--- src/sv/sbpe_pkg.sv ---
// sbpe_pkg: shared types and constants for the stern-brocot path encoder
// no dependencies

package sbpe_pkg;

	localparam int unsigned VALUE_WIDTH_DEF = 32;
	localparam int unsigned MAX_RUNS = 64;

	localparam logic DIR_LEFT  = 1'b0;
	localparam logic DIR_RIGHT = 1'b1;

	typedef logic [VALUE_WIDTH_DEF-1:0] sbpe_val_t;

	// input transaction: one fraction
	typedef struct packed {
		sbpe_val_t numerator;
		sbpe_val_t denominator;
	} sbpe_in_t;

	// output transaction: one run
	typedef struct packed {
		logic      direction;
		sbpe_val_t run_length;
		sbpe_val_t lower_num;
		sbpe_val_t lower_den;
		sbpe_val_t upper_num;
		sbpe_val_t upper_den;
		logic      empty_path;
		logic      bad_input;
		logic      last;
	} sbpe_out_t;

	typedef enum logic [2:0] {
		ST_IDLE,
		ST_DIV,
		ST_MUL,
		ST_EMIT,
		ST_FINAL
	} sbpe_state_t;

	// control from sequencer to divider
	typedef struct packed {
		logic start;
	} sbpe_div_ctl_t;

	typedef struct packed {
		logic done;
	} sbpe_div_sts_t;

endpackage

--- src/sv/sbpe_div.sv ---
// sbpe_div: restoring radix-2 divider, one quotient bit per cycle
// depends on sbpe_pkg

module sbpe_div #(
	parameter int unsigned W = sbpe_pkg::VALUE_WIDTH_DEF
) (
	input  logic                  clk,
	input  logic                  arst_n,
	input  sbpe_pkg::sbpe_div_ctl_t ctl,
	input  logic [W-1:0]          dividend,
	input  logic [W-1:0]          divisor,
	output sbpe_pkg::sbpe_div_sts_t sts,
	output logic [W-1:0]          quot,
	output logic [W-1:0]          rem
);
	import sbpe_pkg::*;

	localparam int unsigned CW = $clog2(W + 1);

	logic [W-1:0]  q_q;
	logic [W-1:0]  r_q;
	logic [W-1:0]  d_q;
	logic [CW-1:0] cnt_q;
	logic          busy_q;
	logic          done_q;
	logic [W:0]    trial;
	logic [W:0]    diff;

	assign trial = {r_q, q_q[W-1]};
	assign diff  = trial - {1'b0, d_q};

	always_ff @(posedge clk or negedge arst_n) begin
		if (!arst_n) begin
			busy_q <= 1'b0;
			done_q <= 1'b0;
			cnt_q  <= '0;
		end else begin
			done_q <= 1'b0;
			if (ctl.start) begin
				busy_q <= 1'b1;
				cnt_q  <= CW'(W);
			end else if (busy_q) begin
				cnt_q <= cnt_q - 1'b1;
				if (cnt_q == CW'(1)) begin
					busy_q <= 1'b0;
					done_q <= 1'b1;
				end
			end
		end
	end

	always_ff @(posedge clk) begin
		if (ctl.start) begin
			q_q <= dividend;
			r_q <= '0;
			d_q <= divisor;
		end else if (busy_q) begin
			if (!diff[W]) begin
				r_q <= diff[W-1:0];
				q_q <= {q_q[W-2:0], 1'b1};
			end else begin
				r_q <= trial[W-1:0];
				q_q <= {q_q[W-2:0], 1'b0};
			end
		end
	end

	assign sts.done = done_q;
	assign quot     = q_q;
	assign rem      = r_q;
endmodule

--- config.mk ---
export PLATFORM = sky130hd
export DESIGN_NAME = sbpe_div
export DESIGN_NICKNAME = d
export VERILOG_FILES = /design/src/sv/sbpe_pkg.sv /design/src/sv/sbpe_div.sv
export SDC_FILE = /design/constraint.sdc
export NUM_CORES = 1
export LEC_CHECK = 0
export BUFFER_PORTS_ARGS = -buffer_cell sky130_fd_sc_hd__buf_2
export CAP_MARGIN = 20
export CELL_PAD_IN_SITES_DETAIL_PLACEMENT = 1
export CELL_PAD_IN_SITES_GLOBAL_PLACEMENT = 1
export CORE_MARGIN = 2
export CORE_UTILIZATION = 38
export CTS_CLUSTER_DIAMETER = 200
export DETAILED_ROUTE_END_ITERATION = 8
export GPL_TIMING_DRIVEN = 0
export PLACE_DENSITY_LB_ADDON = 0.1
export SLEW_MARGIN = 5
export SYNTH_ARGS = -nofsm -noshare
export SYNTH_HDL_FRONTEND = slang
export SYNTH_SLANG_ARGS = --single-unit
--- constraint.sdc ---
create_clock -name clk -period 2.7 [get_ports clk]
set_clock_uncertainty 0.05 [all_clocks]
set_input_delay 0.27 -clock clk [delete_from_list [all_inputs] [get_ports clk]]
set_output_delay 0.27 -clock clk [all_outputs]
set_load 0.02 [all_outputs]
==> metrics.md, run 1 <==
| Metric | Value |
|---|---|
| Failing checks | `setup timing` |
| Register Area | `2763 um^2` |
| Area after DPL | `6923 um^2` |
| ANT nets after route | `0` |
| Crit path kind | `reg2reg` |
| R2r startpoint | `d_q[0]$_DFFE_PP_` |
| Fin crit period | `3.155 ns` |
| #FFs+latches synth | `104` |
| Crit. End Element | `flop` |
| Post-synth EDFFs | `64` |
| Top post-synthesis cells by area | `edfxtp_1, dfxtp_1, ha_1` |
| Unrepaired setup endpoints after global routing | `yes` |
| CP Launch Point | `d_q[0]$_DFFE_PP_` |
| Die ar. | `16730 um^2` |
| Worst Tran Pin Value | `0.7731 ns` |
| Dpl cells | `912` |
| Syn Area/Cell | `10.49 um^2` |
| Synthesized instance count | `569` |
| CP Data Arrival Time | `3.32 ns` |
| Total Wirelength | `15910 um` |
| Status | `finished with violations` |
| Initial core utilization | `39.13%` |
| CTS Buffer Depth | `2` |
| Slew HR | `48.27%` |
| Mapped cell area | `5971 um^2` |
| Die Span Y | `129.4 um` |
| Hold Startpoint | `divisor[2]` |
| Worst-path fanout max | `10` |
| Clk_lat worst skew | `0.36 ns` |
| Setup ws final | `-0.4554 ns` |
| Final core utilization | `48.36%` |
| Avg Vias per Cell | `5.133` |
| Routed vias | `4820` |
| Layout cells sized above 1 | `29.12%` |
| Num CTS Buffers | `9` |
| Final period util | `116.9%` |
| WHS Path Cells | `1` |
| First-pass GRT wire length | `25650 um` |
| Fill cells | `1728` |
| Final hold viol count | `0` |
| Max VDD drop | `0.3546 mV` |
| Library cells used by synthesis | `56` |
| Largest net degree at the start of global routing | `34` |
| Startpoint Class | `flop` |
| Final instance area | `7378 um^2` |
| RePlAce Congestion | `0.8511` |
| Width of the die | `129.4 um` |
| Pwr/cell area | `1065 nW/um^2` |
| Row Count | `45` |
| Hold slack | `0.02518 ns` |
| Layout net count | `825` |
| GR Util All Layers | `19.65%` |
| Antenna diodes | `0` |
| Pins Over Slew Limit | `0` |
| R2R depth | `13` |
| Total power | `7.859 mW` |
| Area Growth Syn to Fin | `23.58%` |
| Dominant cell type by area after synthesis | `edfxtp_1` |
| Setup Viol. Count Final | `33` |
| Global route total overflow | `0` |
| Clock Tree Root | `clkbuf_16` |
| DR pass1 iterations | `4` |
| Max Cap Viol | `0` |
| DRC | `0` |
| Ys async rst share | `7.692%` |
| Drt initial violations | `193` |
| Htree depth | `3` |
| Core ar. | `15260 um^2` |
| Top-count cell post-synth | `edfxtp_1` |
| Post-Place Worst Slack | `-0.7600 ns` |
| Via count of the first global-routing pass | `5054` |
| Port Buf Inserts | `131` |
| Post-synthesis sequential area ratio | `46.27%` |
| Hold Path Class | `in2reg` |
| # IOs | `132` |
| Layout Cells excl Fill | `939` |
| Multi-input gate area | `2964 um^2` |
| Antenna violations before repair | `1` |
| Synth cell count leaders | `edfxtp_1, inv_1, nor2_1` |
| CTS tree | `built` |
| FMAX | `316.9 MHz` |
| Syn_nets | `671` |
| Top_reg_cell synth | `edfxtp_1` |
| CTS Sinks | `104` |
| Synth top area share | `32.19%` |
| Clk slew on worst S/H paths | `0.08 ns` |
| Critical path required time | `2.87 ns` |
| TNS Setup | `-12.94 ns` |
| Ys Warns | `0` |
| WL per Instance | `16.94 um` |
| Pleak | `3.355 nW` |
| DP Wirelength | `11810 um` |
==> timing repair <==
action                     4_1_cts  5_1_grt
hold buffers                     1        0
hold endpoints to repair         8        0
pin swaps                       15        5
gates resized for setup          6        7
setup endpoints to repair       33       51
gates cloned                     1        0
setup buffers                    8        2
==> critical path: stages, from the launching register on <==
cell and delay, ns:
edfxtp_1 0.42, ha_4 0.18, fa_2 0.33, or2b_1 0.25, a21o_1 0.23, a21oi_4 0.21
o21ai_4 0.08, a31oi_4 0.23, a41oi_4 0.19, xnor2_4 0.19, buf_12 0.14, buf_6 0.18
mux2i_1 0.22, a211oi_1 0.09
==> state kept, by name, indices dropped and copies added, names as in the netlist <==
| register | flops |
|---|---|
| d_q | 32 |
| quot | 32 |
| rem | 32 |
| cnt_q | 6 |
| busy_q | 1 |
| sts | 1 |
==> layer usage <==
layer  vias to the layer above  GRT usage, %  share of wire (%)
li1                       2370             -                  -
met1                      2316         24.69                 45
met2                       115         32.48                 47
met3                        17         6.069                6.6
met4                         2         6.074                1.4
met5                         -             0              0.075
==> cell type report <==
cell class	count	share of cell area, %
multi-input cells	394	40.17
flip-flops and latches	104	37.44
repair buffers	143	10.84
well taps	211	3.578
clock buffers	9	3.052
inverters	47	2.391
plain buffers	24	1.628
clock inverters	7	0.8988
==> placed cells by master (no fill, tap or decap), types with 3 or more instances in the layout <==
master,synthesis,final
a211oi_1,24,22
a21o_1,19,19
a21oi_1,37,37
a31o_2,4,4
a31oi_1,4,4
and3_1,4,4
buf_2,3,133
buf_4,0,7
buf_6,3,3
clkbuf_1,17,17
clkbuf_16,0,9
dfrtp_1,8,8
dfxtp_1,32,32
edfxtp_1,64,64
ha_1,34,33
inv_1,47,46
mux2_2,31,31
mux2i_1,29,28
nand2_1,42,42
nand2b_1,6,6
nand3_1,5,5
nand4_1,5,5
nor2_1,46,46
nor3_1,6,6
nor4_1,3,3
o211ai_1,4,4
o21ai_0,19,14
o21ai_1,1,6
o21bai_1,3,3
xnor2_1,21,21
xor2_1,12,12
==> cells by family (layout without fill, tap and decap cells) <==
family | count (synthesis) | after routing | share of synthesized area, %
muxes | 60 | 60 | 10.71
xor gates and xnor gates | 34 | 34 | 5.302
AOI/OAI and AO/OA | 136 | 136 | 15.53
and+or+nand+nor | 129 | 129 | 9.828
buffers and inverters | 71 | 230 | 4.903
adders and majority gates | 35 | 35 | 7.460
DFF | 104 | 104 | 46.27
==> where the power goes <==
group,switching (mW),internal (mW),total (mW)
sequential,0.369,2.09,2.45
combinational,2.34,1.76,4.10
clock,0.658,0.648,1.31
total,3.36,4.50,7.86
==> final timing paths <==
kind,end,slack (ns)
max in group asynchronous,cnt_q[2]$_DFFE_PN0P_,2.21
min,d_q[2]$_DFFE_PP_,0.03
min in group asynchronous,cnt_q[4]$_DFFE_PN0P_,0.22
min reg2reg,rem[2]$_SDFFE_PP0P_,0.45
max reg2reg,rem[24]$_SDFFE_PP0P_,-0.46
max,rem[24]$_SDFFE_PP0P_,-0.46
Note: power is estimated with default switching activity, not from simulation.
==> run 2: changes to the inputs <==
SKIP_LAST_GASP = 1   (was unset)
==> run 2 against run 1 <==
The run still ends with setup timing left. Maximum frequency about the same. First-iteration DRC count grew 20%. Core utilization rose by 0.12 points. Worst setup slack better by 0.00052 ns. Cell count is the same. Cell area is 0.25% higher. Clock power is essentially flat. Count of clock-buffer cells in the layout is the same. Die area stayed put. Via count is the same. Critical path type unchanged. Critical endpoint unchanged.
==> metrics.md, run 2 (synthesis results as in run 1) <==
| Metric | Value |
|---|---|
| Most common cell after layout, fill and taps aside | `buf_2` |
| Width of the die | `129.4 um (unchanged)` |
| DRC | `0 (unchanged)` |
| Met1 usage | `24.69% (unchanged)` |
| Max VDD drop | `0.3546 mV (about the same)` |
| Pins Over Slew Limit | `0 (unchanged)` |
| Slew HR | `48.19% (-0.081 points)` |
| Unrepaired setup endpoints after global routing | `yes` |
| CTS Buffer Depth | `2 (unchanged)` |
| TNS Setup | `-12.93 ns (+0.001600 ns)` |
| # IOs | `132 (unchanged)` |
| Gr busiest metal | `met2` |
| CTS tree | `built` |
| Htree depth | `3 (unchanged)` |
| Clk_lat worst skew | `0.36 ns (about the same)` |
| Avg Vias per Cell | `5.133 (unchanged)` |
| Final period util | `116.8% (about the same)` |
| GR Util All Layers | `19.65% (unchanged)` |
| Die Span Y | `129.4 um (unchanged)` |
| Setup Viol. Count Final | `33 (unchanged)` |
| Total Wirelength | `15920 um (about the same)` |
| Final core utilization | `48.48% (+0.12 points)` |
| Status | `finished with violations` |
| CP peak stage delay | `0.42 ns (about the same)` |
| Final hold viol count | `0 (unchanged)` |
| Setup ws final | `-0.4549 ns (+0.0005180 ns)` |
| First-pass GRT wire length | `25650 um (unchanged)` |
| Largest net degree at the start of global routing | `34 (unchanged)` |
| Row Count | `45 (unchanged)` |
| Critical path cell sequence | `ha_4 -> fa_2 -> or2b_1 -> a21o_1 -> a21oi_4 -> o21ai_4 -> a31oi_4 -> a41oi_4 -> xnor2_4 -> buf_12 -> buf_6 -> mux2i_1 -> a211oi_1` |
| Pleak | `3.359 nW (+0.11%)` |
| Hold Path Class | `in2reg` |
| Die ar. | `16730 um^2 (unchanged)` |
| ANT nets after route | `0 (unchanged)` |
| Fill cells | `1726 (-0.12%)` |
| DR pass1 iterations | `4 (unchanged)` |
| Initial core utilization | `39.13% (unchanged)` |
| Drt initial violations | `232 (+20%)` |
| Area Growth Syn to Fin | `23.89%` |
| Critical path required time | `2.87 ns (about the same)` |
| Worst-path fanout max | `10 (unchanged)` |
| Fin crit period | `3.155 ns (-0.0005180 ns)` |
| CP max stage cell | `edfxtp_1` |
| Num CTS Buffers | `9 (unchanged)` |
| GRT met3 Usage | `6.069% (unchanged)` |
| WL per Instance | `16.96 um (about the same)` |
| Worst Tran Pin Value | `0.7743 ns (+0.001207 ns)` |
| Layout cells sized above 1 | `29.26% (+0.14 points)` |
| Port Buf Inserts | `131 (unchanged)` |
| Pwr/cell area | `1068 nW/um^2 (+0.29%)` |
| Antenna diodes | `0 (unchanged)` |
| RePlAce Congestion | `0.8511 (unchanged)` |
| CP Data Arrival Time | `3.32 ns (about the same)` |
| CTS Sinks | `104 (unchanged)` |
| Failing checks | `setup timing` |
| Buf/Inv on CP | `2 (unchanged)` |
| Commonest cells after routing, fill and taps aside | `buf_2, edfxtp_1, inv_1, nor2_1, nand2_1` |
| DP Wirelength | `11810 um (unchanged)` |
| Startpoint Class | `flop` |
| Crit path kind | `reg2reg` |
| Met2 Use GR | `32.48% (unchanged)` |
| Layout net count | `825 (unchanged)` |
| Core ar. | `15260 um^2 (unchanged)` |
| Crit. End Element | `flop` |
| Clock Tree Root | `clkbuf_16` |
| Post-Place Worst Slack | `-0.7600 ns (unchanged)` |
| Max Cap Viol | `0 (unchanged)` |
| Routed vias | `4820 (unchanged)` |
| Top Family by Delay on Critical Path | `compound AO/OA/AOI/OAI gates` |
| Via count of the first global-routing pass | `5054 (unchanged)` |
| FMAX | `317.0 MHz (about the same)` |
| Global route total overflow | `0 (unchanged)` |
| Antenna violations before repair | `1 (unchanged)` |
| Clk slew on worst S/H paths | `0.08 ns (about the same)` |
-- run 2: cell counts in the layout (fill, tap and decap cells not counted) --
Identical to the previous run, type by type.
-- run 2: cell type report --
cell class | count | area, um^2 | area share [%]
multi-input combinational | 394 | 2978 | 40.26
sequential | 104 | 2763 | 37.35
timing repair buffer | 143 | 799.5 | 10.81
tap | 211 | 264.0 | 3.569
clock buffer | 9 | 225.2 | 3.045
inverter | 47 | 176.4 | 2.385
buffer | 24 | 125.1 | 1.691
clock inverter | 7 | 66.31 | 0.8965
-- run 2: what timing repair did --
item,in CTS,in global routing
setup endpoints to repair,33,51
resized for setup,6,10
pin swaps,14,6
hold buffers,1,0
buffers inserted,8,2
gates cloned,1,0
hold endpoints to repair,8,0
-- run 2: power by group --
| part | total, mW | switching [mW] | leakage [nW] | internal [mW] |
|---|---|---|---|---|
| logic | 4.14 | 2.35 | 2.21 | 1.79 |
| clock network | 1.31 | 0.661 | 0.141 | 0.648 |
| registers | 2.46 | 0.370 | 1.01 | 2.09 |
-- run 2: layer usage --
metal  vias to the layer above  part of all wire (%)
li1                       2368                     -
met1                      2317                    45
met2                       116                    47
met3                        17                   6.7
met4                         2                   1.4
met5                         -                 0.075
-- run 2: worst paths after layout --
check	startpoint	endpoint	slack [ns]	cells past startpoint
setup / recovery	d_q[0]$_DFFE_PP_	rem[24]$_SDFFE_PP0P_	-0.45	13
hold / removal	divisor[2]	d_q[2]$_DFFE_PP_	0.03	1
setup reg to reg	d_q[0]$_DFFE_PP_	rem[24]$_SDFFE_PP0P_	-0.45	13
hold reg to reg	rem[2]$_SDFFE_PP0P_	rem[2]$_SDFFE_PP0P_	0.45	2
max in group asynchronous	arst_n	cnt_q[2]$_DFFE_PN0P_	2.21	2
min in group asynchronous	arst_n	cnt_q[4]$_DFFE_PN0P_	0.22	2
-- run 2: per-stage QoR --
| stage | hold slack (ns) | area (um^2) | std cells | power, mW |
|---|---|---|---|---|
| floorplan | -0.07559 | 5976 | 569 | 5.304 |
| global placement | 0.06749 | 6895 | 911 | 6.272 |
| detailed placement | 0.07006 | 6923 | 912 | 6.367 |
| CTS | 0.01445 | 7366 | 938 | 7.945 |
| global route | 0.01401 | 7397 | 939 | 8.471 |
| finish | 0.02506 | 7397 | 939 | 7.902 |
